## src/rtl/tkc_pkg.sv

```systemverilog
package tkc_pkg;

	localparam int MAX_KEY_BYTES = 256;
	// Counts saturate at MAX_KEY_BYTES + 1
	localparam int CNT_W = $clog2(MAX_KEY_BYTES + 2);

	localparam int KEY_TYPE_W = 3;
	localparam int BYTE_W = 8;
	localparam int ORDER_W = 2;

	typedef logic [KEY_TYPE_W-1:0] key_type_t;
	typedef logic [CNT_W-1:0] key_cnt_t;
	typedef logic signed [ORDER_W-1:0] order_t;

	localparam key_type_t KT_STRING = 3'd0;
	localparam key_type_t KT_SINT32 = 3'd1;
	localparam key_type_t KT_UINT32 = 3'd2;
	localparam key_type_t KT_SINT64 = 3'd3;
	localparam key_type_t KT_UINT64 = 3'd4;

	localparam order_t ORD_LESS = -2'sd1;
	localparam order_t ORD_EQUAL = 2'sd0;
	localparam order_t ORD_GREATER = 2'sd1;

	localparam key_cnt_t CNT_MAX = CNT_W'(MAX_KEY_BYTES);
	localparam key_cnt_t CNT_SAT = CNT_W'(MAX_KEY_BYTES + 1);
	localparam key_cnt_t WIDTH_32 = CNT_W'(4);
	localparam key_cnt_t WIDTH_64 = CNT_W'(8);

	function automatic order_t order_of_bytes(input logic [BYTE_W-1:0] x,
	                                          input logic [BYTE_W-1:0] y);
		if (x < y)
			return ORD_LESS;
		else if (x > y)
			return ORD_GREATER;
		else
			return ORD_EQUAL;
	endfunction

	function automatic order_t order_of_counts(input key_cnt_t x, input key_cnt_t y);
		if (x < y)
			return ORD_LESS;
		else if (x > y)
			return ORD_GREATER;
		else
			return ORD_EQUAL;
	endfunction

endpackage

```

## src/rtl/typed_key_comparator_unit.sv

```systemverilog
// Typed key comparator: orders two keys presented side by side, one byte pair
// per input transaction (a_byte/a_present, b_byte/b_present). The transaction
// with final_position high closes the comparison and yields one result
// transaction (order: -1, 0 or 1; too_long if either key went past
// MAX_KEY_BYTES). Other transactions yield no result.
// key_type selects string order or 32/64-bit little-endian integer order;
// write it through cfg_write_en/cfg_write_data only while the block is idle.
// Both channels use valid/stall; a transaction moves when valid is high and
// stall is low.
// A final input transaction is captured in the input register, and the compare step
// runs on it into the result register; a held result can keep it waiting there.
// Throughput: one input transaction per cycle while in_stall is low; the compare
// and count update run on the registered input byte pair.
// When out_stall holds a result, a following final transaction waits in the
// input register and in_stall rises; non-final transactions keep flowing.
// Reset (arst_n low) clears key_type to string mode, the comparison state
// and both valid flags.
module typed_key_comparator_unit (
	input  logic                        clk,
	input  logic                        arst_n,
	input  logic                        cfg_write_en,
	input  tkc_pkg::key_type_t          cfg_write_data,
	input  logic                        in_valid,
	output logic                        in_stall,
	input  logic [tkc_pkg::BYTE_W-1:0]  a_byte,
	input  logic                        a_present,
	input  logic [tkc_pkg::BYTE_W-1:0]  b_byte,
	input  logic                        b_present,
	input  logic                        final_position,
	output logic                        out_valid,
	input  logic                        out_stall,
	output tkc_pkg::order_t             order,
	output logic                        too_long
);
	import tkc_pkg::*;

	key_type_t key_type_q;

	logic valid_s1;
	logic [BYTE_W-1:0] a_byte_s1;
	logic a_present_s1;
	logic [BYTE_W-1:0] b_byte_s1;
	logic b_present_s1;
	logic final_s1;

	order_t first_diff_q;
	order_t last_diff_q;
	key_cnt_t a_cnt_q;
	key_cnt_t b_cnt_q;
	logic overflow_q;

	logic out_valid_q;
	order_t order_q;
	logic too_long_q;

	logic advance;
	key_cnt_t key_width;
	key_cnt_t key_width_m1;
	logic is_signed;
	logic cmp_en;
	order_t byte_ord;
	order_t top_ord;
	order_t first_diff_d;
	order_t last_diff_d;
	key_cnt_t a_cnt_d;
	key_cnt_t b_cnt_d;
	logic overflow_d;
	order_t result_ord;

	// A final item needs the result register free; others always move on
	assign advance = valid_s1 && (!final_s1 || !out_valid_q || !out_stall);
	assign in_stall = valid_s1 && !advance;

	always_comb begin
		case (key_type_q)
			KT_SINT32, KT_UINT32: key_width = WIDTH_32;
			KT_SINT64, KT_UINT64: key_width = WIDTH_64;
			default: key_width = '0;
		endcase
		is_signed = (key_type_q == KT_SINT32) || (key_type_q == KT_SINT64);
		key_width_m1 = key_width - key_cnt_t'(1);
	end

	always_comb begin
		cmp_en = a_present_s1 && b_present_s1 && (a_cnt_q < CNT_MAX) && (b_cnt_q < CNT_MAX);
		byte_ord = order_of_bytes(a_byte_s1, b_byte_s1);
		// Top byte of a signed integer: flip the sign bit to compare as signed
		top_ord = order_of_bytes(a_byte_s1 ^ 8'h80, b_byte_s1 ^ 8'h80);

		first_diff_d = first_diff_q;
		last_diff_d = last_diff_q;
		if (cmp_en && byte_ord != ORD_EQUAL) begin
			if (first_diff_q == ORD_EQUAL)
				first_diff_d = byte_ord;
			if (is_signed && key_width != '0 && a_cnt_q == key_width_m1)
				last_diff_d = top_ord;
			else
				last_diff_d = byte_ord;
		end

		a_cnt_d = a_cnt_q;
		b_cnt_d = b_cnt_q;
		overflow_d = overflow_q;
		if (a_present_s1) begin
			if (a_cnt_q < CNT_MAX) begin
				a_cnt_d = a_cnt_q + key_cnt_t'(1);
			end else begin
				a_cnt_d = CNT_SAT;
				overflow_d = 1'b1;
			end
		end
		if (b_present_s1) begin
			if (b_cnt_q < CNT_MAX) begin
				b_cnt_d = b_cnt_q + key_cnt_t'(1);
			end else begin
				b_cnt_d = CNT_SAT;
				overflow_d = 1'b1;
			end
		end

		if (overflow_d)
			result_ord = ORD_EQUAL;
		else if (key_width != '0 && a_cnt_d == key_width && b_cnt_d == key_width)
			result_ord = last_diff_d;
		else if (first_diff_d != ORD_EQUAL)
			result_ord = first_diff_d;
		else
			result_ord = order_of_counts(a_cnt_d, b_cnt_d);
	end

	always_ff @(posedge clk or negedge arst_n) begin
		if (!arst_n) begin
			key_type_q <= KT_STRING;
		end else if (cfg_write_en) begin
			key_type_q <= cfg_write_data;
		end
	end

	always_ff @(posedge clk or negedge arst_n) begin
		if (!arst_n) begin
			valid_s1 <= 1'b0;
		end else if (!in_stall) begin
			valid_s1 <= in_valid;
		end
	end

	always_ff @(posedge clk) begin
		if (in_valid && !in_stall) begin
			a_byte_s1 <= a_byte;
			a_present_s1 <= a_present;
			b_byte_s1 <= b_byte;
			b_present_s1 <= b_present;
			final_s1 <= final_position;
		end
	end

	always_ff @(posedge clk or negedge arst_n) begin
		if (!arst_n) begin
			first_diff_q <= ORD_EQUAL;
			last_diff_q <= ORD_EQUAL;
			a_cnt_q <= '0;
			b_cnt_q <= '0;
			overflow_q <= 1'b0;
		end else if (advance) begin
			if (final_s1) begin
				first_diff_q <= ORD_EQUAL;
				last_diff_q <= ORD_EQUAL;
				a_cnt_q <= '0;
				b_cnt_q <= '0;
				overflow_q <= 1'b0;
			end else begin
				first_diff_q <= first_diff_d;
				last_diff_q <= last_diff_d;
				a_cnt_q <= a_cnt_d;
				b_cnt_q <= b_cnt_d;
				overflow_q <= overflow_d;
			end
		end
	end

	always_ff @(posedge clk or negedge arst_n) begin
		if (!arst_n) begin
			out_valid_q <= 1'b0;
		end else if (advance && final_s1) begin
			out_valid_q <= 1'b1;
		end else if (!out_stall) begin
			out_valid_q <= 1'b0;
		end
	end

	always_ff @(posedge clk) begin
		if (advance && final_s1) begin
			order_q <= result_ord;
			too_long_q <= overflow_d;
		end
	end

	assign out_valid = out_valid_q;
	assign order = order_q;
	assign too_long = too_long_q;

endmodule

```

## config.mk

```make
export PLATFORM = sky130hd
export DESIGN_NAME = typed_key_comparator_unit
export DESIGN_NICKNAME = d
export VERILOG_FILES = /design/src/rtl/tkc_pkg.sv /design/src/rtl/typed_key_comparator_unit.sv
export SDC_FILE = /design/constraint.sdc
export NUM_CORES = 1
export LEC_CHECK = 0
export ABC_AREA = 1
export BUFFER_PORTS_ARGS = -buffer_cell sky130_fd_sc_hd__buf_2
export CAP_MARGIN = 20
export CORE_MARGIN = 2
export CORE_UTILIZATION = 35
export CTS_BUF_LIST = sky130_fd_sc_hd__clkbuf_8
export CTS_CLUSTER_SIZE = 25
export DETAILED_ROUTE_END_ITERATION = 8
export GPL_TIMING_DRIVEN = 0
export SYNTH_ARGS = -nofsm -noshare
export SYNTH_HDL_FRONTEND = slang
export SYNTH_SLANG_ARGS = --single-unit
```

## constraint.sdc

```tcl
create_clock -name clk -period 2.8 [get_ports clk]
set_input_delay 0.28 -clock clk [delete_from_list [all_inputs] [get_ports clk]]
set_output_delay 0.28 -clock clk [all_outputs]
set_load 0.01 [all_outputs]
```

* After elaboration in Yosys (flattened, before gate mapping)
Index checks and enable logic that the tools add are counted.
** Operators by class
- Add/subtract/negate cells :: 3
- Magnitude comparators :: 8
- Eq/ne operators :: 8
- Mux-type cells :: 28
- Bitwise logic cells :: 2
- Reductions and logical operators :: 26
** Operators by type and width (number)
- 9-bit 2-to-1 mux :: 6
- 9-bit equality test :: 3
- 2-bit 2-to-1 mux :: 11
- 9-bit by 1-bit adder with 9-bit output, second input constant :: 2
- 9-bit less-than comparator, second input constant :: 2
- 8-bit > comparator :: 2
- 8-bit less-than comparator :: 2
- 1-bit logical AND :: 12
- 1-bit 2-to-1 mux :: 10
- 9-bit > comparator :: 1
- 9-bit less-than comparator :: 1
- 9-bit nonzero test :: 1
- 9-bit by 1-bit subtractor with 9-bit output, second input constant :: 1
- 4-bit case mux with 2 select lines :: 1
- 3-bit by 2-bit equality test with 1-bit output, second input constant :: 2
- 1-bit logical NOT :: 5
- 2-bit nonzero test :: 2
- 2-bit OR reduction :: 2
- 3-bit by 1-bit equality test with 1-bit output, second input constant :: 1
- 3-bit equality test, second input constant :: 1
- 1-bit logical OR :: 3
- 2-bit logical NOT :: 1
- 2-bit by 1-bit inequality test with 1-bit output, second input constant :: 1
- 1-bit NOT :: 2
** Word-level totals
- Bits in registers :: 50
- Input bits :: 27
- Output and inout port bits :: 5
- Word-level logic and storage cells :: 90

* Longest topological paths before layout
- Word-level depth :: 9
- Mapped depth :: 18
- Gate-level depth less buffers :: 18

* Worst setup path before layout
Ideal clock, no wire load.
- Path type :: register to register
- Start :: register a_cnt_q[1]
- End :: register order_q[0] (netlist: order[0]), data pin
- Setup time :: 0.141 ns
- Data arrival time :: 1.986 ns
- Data required time :: 2.659 ns
- Setup slack :: 0.674 ns
- Stages on the path, launching flop included :: 15
- Buffers on the path :: 0
- Clock period less this slack :: 2.126 ns
- Path through :: dfrtp_1 -> ha_1 -> nand3_1 -> nor2_2 -> nand4_1 -> nand3_1 -> inv_1 -> ha_1 -> a21oi_1 -> nor2_1 -> a211oi_1 -> nand2_1 -> nand2_1 -> nand2_1 -> a21oi_2
** On the way
- Word-level cells in the longest chain between the ends :: 8
- Elaborated cells between the ends (all ways) :: 26
- Classes of those cells :: add/sub: 1; order compare: 3; eq/ne: 2; mux: 13; reduce/logical: 7
** Ends and longest elaborated chain
- start, declared :: line typed_key_comparator_unit.sv:48 : key_cnt_t a_cnt_q;
- start signal, assigned :: line typed_key_comparator_unit.sv:174 : a_cnt_q <= a_cnt_d;
- 9-bit by 1-bit adder with 9-bit output or 9-bit less-than comparator (tied branches) :: line typed_key_comparator_unit.sv:106, typed_key_comparator_unit.sv:85, typed_key_comparator_unit.sv:105
- 9-bit 2-to-1 mux or 1-bit logical AND (tied branches) :: line typed_key_comparator_unit.sv:105, typed_key_comparator_unit.sv:85
- 9-bit 2-to-1 mux or 1-bit logical AND (tied branches) :: line typed_key_comparator_unit.sv:104, typed_key_comparator_unit.sv:85
- 9-bit > comparator or 1-bit logical AND (tied branches) :: line tkc_pkg.sv:43, typed_key_comparator_unit.sv:92
- 1-bit 2-to-1 mux or 2-bit 2-to-1 mux (tied branches) :: line tkc_pkg.sv:43, typed_key_comparator_unit.sv:92
- 2-bit 2-to-1 mux or 2-bit nonzero test (tied branches) :: line tkc_pkg.sv:41, typed_key_comparator_unit.sv:125
- 2-bit 2-to-1 mux :: line typed_key_comparator_unit.sv:125 : else if (first_diff_d != ORD_EQUAL)
- 2-bit 2-to-1 mux :: line typed_key_comparator_unit.sv:123 : else if (key_width != '0 && a_cnt_d == key_width && b_cnt_d == key_width)
- end signal, assigned :: line typed_key_comparator_unit.sv:193 : order_q <= result_ord;
- end, declared :: line typed_key_comparator_unit.sv:53 : order_t order_q;
Several ways; a longest one is shown, not always the timed one.
A chain may end at the register's enable or synchronous reset.

* Worst setup path in the final report
- Start :: register a_cnt_q[0]
- End :: register order_q[1] (netlist: order[1]), data pin
** On the way
- Word-level cells in the longest chain between the ends :: 8
- Elaborated cells between the ends (all ways) :: 24
- Classes of those cells :: add/sub: 1; order compare: 2; eq/ne: 2; mux: 12; reduce/logical: 7
** Ends and longest elaborated chain
- branches (longest 8 deep; another with 9-bit by 1-bit adder with 9-bit output)
Parallel ways; which one is timed is not known.

==> metrics.csv <==
stage;metric;value;unit
outcome;status;finished clean;
placement;hpwlAfterDp;5280;um
die;die_h;97.8;um
grt;grt_overflow;0;
timing;tns;0;ns
timing;skew;0.0131;ns
clocking;cts-buffers-inserted;5;
die;start_util;35.6;%
critical_path;worstSetupEndpointType;flip-flop;
detailed_routing;drt_iter0_markers;212;
grt;first_global_vias;2533;
synth;yosys.area_share.simple;28.6;%
clocking;clk_pin_slew_worst_paths;0.10;ns
grt;grt_use_met1;20.2;%
placement;portBuffers;31;
synth;synth_top_family_by_area;simple AND/OR/NAND/NOR gates;
placement;dp_cells;540;
placement;place.gp.congestion;0.875;
die;core-area;0.00864;mm^2
grt;grt_pass1_wl;11800;um
pwr;p_per_area;494;mW/mm^2
timing;relSlewSlack;41.8;%
synth;syn_area_per_cell;7.67;um^2
pwr;cellLeakagePower;1.80;nW
synth;synth_cell_types;30;
finish;layout_commonest_cell;nand2_1;
finish;diodes;0;
detailed_routing;firstDrtPassIters;4;
critical_path;crit_fanout;4;
timing;timing.final.crit_period;2.52;ns
critical_path;required;2.96;ns
clocking;cts_max_level;2;
timing;holdWs;0.00780;ns
critical_path;critical_path_class;flip-flop to flip-flop;
critical_path;reg2reg_to;order[1];
timing;setup_viol;0;
synth;synthCells;401;
finish;fin_nets;486;
synth;synth_seq_area_share;44.2;%
detailed_routing;dr_total_vias;2687;
grt;gr-max-usage-layer;met2;
clocking;numClockSinks;50;
clocking;clock_path_buffers;2;
critical_path;arrival;2.68;ns
grt;gr-usage-met3;2.72;%
run;maxCapViolations;0;
synth;synth_area;0.00308;mm^2
finish;drive_gt1_share;13.0;%
finish;utilization;40.5;%
grt;antenna_found_initial;0;
detailed_routing;ant_nets;0;
timing;hold_violations;0;
finish;final_cell_mix;108 x nand2_1, 69 x inv_1, 40 x nor2_1;
die;num_io_pins;32;
synth;synth-compound-area-share;9.48;%
timing;worst_pin_slew;0.873;ns
pwr;combPwrFrac;20.6;%
timing;slew_viol_final;0;
die;dieWidth;97.8;um
finish;fill_cells;857;
clocking;cts_tree;yes;
timing;timing.final.crit_share;90.1;%
finish;finalNonFillerCells;548;
grt;use_met2;25.3;%
pwr;internal_power;1.24;mW
critical_path;start_kind;flip-flop;
timing;rsz0062_at_grt;false;
timing;max_freq;0.397;GHz
synth;ys_warn_count;0;
detailed_routing;wire_per_inst;12.5;um
finish;multi_input_area;0.00143;mm^2
grt;grt_use_total;15.0;%
detailed_routing;avgViaCountPerCell;4.90;
critical_path;timing.rr.start;a_cnt_q[0];
worst_hold_path;min_path_type;input port to asynchronous set/reset pin;
synth;synth-seq-cells;50;
synth;postSynthNetCount;448;
critical_path;ff2ff_path_depth;13;
pwr;swShare;28.3;%
detailed_routing;wl;6870;um
detailed_routing;drc;0;
critical_path;ff2ff_setup_slack;0.28;ns
synth;yosys-mux-area-fraction;0;%
finish;area.growth.synth_to_final;13.5;%
finish;ff_latch_area;0.00136;mm^2
synth;synth_fa_ha_area_share;8.13;%
grt;grt_max_degree;29;
clocking;worstSkewPairLatency;0.30;ns
die;rows;34;
pwr;irDropWorstVdd;0.287;mV
synth;synth_xor_area_share;0;%
pwr;seq_power_share;48.9;%
pwr;pwr-share-clk;30.4;%
clocking;cts_root_buf;clkbuf_8;
die;die_area;0.00956;mm^2
pwr;switchingPower;0.489;mW
[area by class of cell]
cell class | count | area share (%)
clock buffer | 6 | 2.36
sequential | 50 | 39.0
multi-input combinational | 275 | 41.0
timing repair buffer | 31 | 4.44
inverter | 70 | 7.52
buffer | 6 | 0.860
tap | 108 | 3.87
clock inverter | 2 | 0.967
[how the worst max path moves through the flow]
stage	from	endpoint	slack [ns]	cells past startpoint
3_5_place_dp	a_cnt_q[1]	order[1]	0.27	14
5_1_grt	a_cnt_q[0]	order[1]	0.05	13
4_1_cts	a_cnt_q[1]	order[1]	0.23	14
2_1_floorplan	a_cnt_q[1]	order[0]	0.67	14
3_3_place_gp	a_cnt_q[1]	order[1]	0.30	14
6_report	a_cnt_q[0]	order[1]	0.28	13
[power groups by stage]
stage               clock network, mW  logic, mW  registers, mW
floorplan                           0      0.251          0.857
finish                          0.525      0.356          0.845
detailed placement                  0      0.357          0.861
global route                    0.574      0.414          0.851
CTS                             0.543      0.359          0.845
global placement                    0      0.355          0.860
[stage by stage]
stage	setup WS, ns	power, mW	area (um^2)
floorplan	0.674	1.11	3080
global placement	0.303	1.21	3370
detailed placement	0.274	1.22	3370
CTS	0.233	1.75	3490
global route	0.0465	1.84	3490
finish	0.278	1.73	3490
[kinds of logic after synthesis]
kind of cell	after synthesis
simple gates	206
buf+inv	76
flops	50
compound gates	49
fa+ha+maj	20
[worst max-delay path, cell delays in order, from the launching register on]
cell and delay (ns):
dfrtp_1 0.43, ha_2 0.23, inv_1 0.07, nor2_1 0.05, a31oi_1 0.48, inv_1 0.10
ha_1 0.34, nand2_1 0.08, nor2_1 0.05, a211oi_1 0.17, nand2_1 0.14, nor2_1 0.11
nor2_1 0.06, nor2_1 0.09
[cell usage after synthesis]
cell      count  share of area [%]
nand2_1     108                 13
inv_1        68                8.3
nor2_1       41                5.0
nand3_1      32                5.2
dfrtp_1      28                 23
edfxtp_1     22                 21
ha_1         20                8.1
o21ai_0      17                2.8
o22ai_1      13                2.6
nand4_1      11                2.2
a21oi_1       8                1.3
a211oi_1      4               0.98
nor3_1        4               0.65
buf_2         3               0.49
nand2_2       3               0.61
nor2_2        3               0.61
buf_1         2               0.24
nor2_4        2               0.73
a21oi_2       1               0.28
a31oi_1       1               0.20
and3_1        1               0.20
buf_4         1               0.24
clkinv_1      1               0.12
inv_2         1               0.12
o211a_1       1               0.33
o21ai_1       1               0.16
o21ai_2       1               0.28
o21bai_1      1               0.24
o32ai_1       1               0.28
or2_2         1               0.20
[flip-flops by register name (all words and copies together), names as in the netlist, 2 cells and up]
| name | count |
|---|---|
| order | 2 |
| first_diff_q | 2 |
| key_type_q | 3 |
| b_cnt_q | 9 |
| a_cnt_q | 9 |
| last_diff_q | 2 |
| a_byte_s1 | 8 |
| b_byte_s1 | 8 |
[metal layers]
layer	part of all wire, %	wire, um	vias to the layer above
met5	0	0	-
met4	1.8	122	0
met3	4.5	312	10
met2	47	3250	67
met1	46	3190	1223
li1	-	-	1387
[timing repair]
item / in CTS / in global routing
setup buffers: 0 / 0
setup endpoints to repair: 0 / 1
gates resized for setup: 0 / 2
hold buffers: 0 / 0
(Power assumes the default switching activity.)
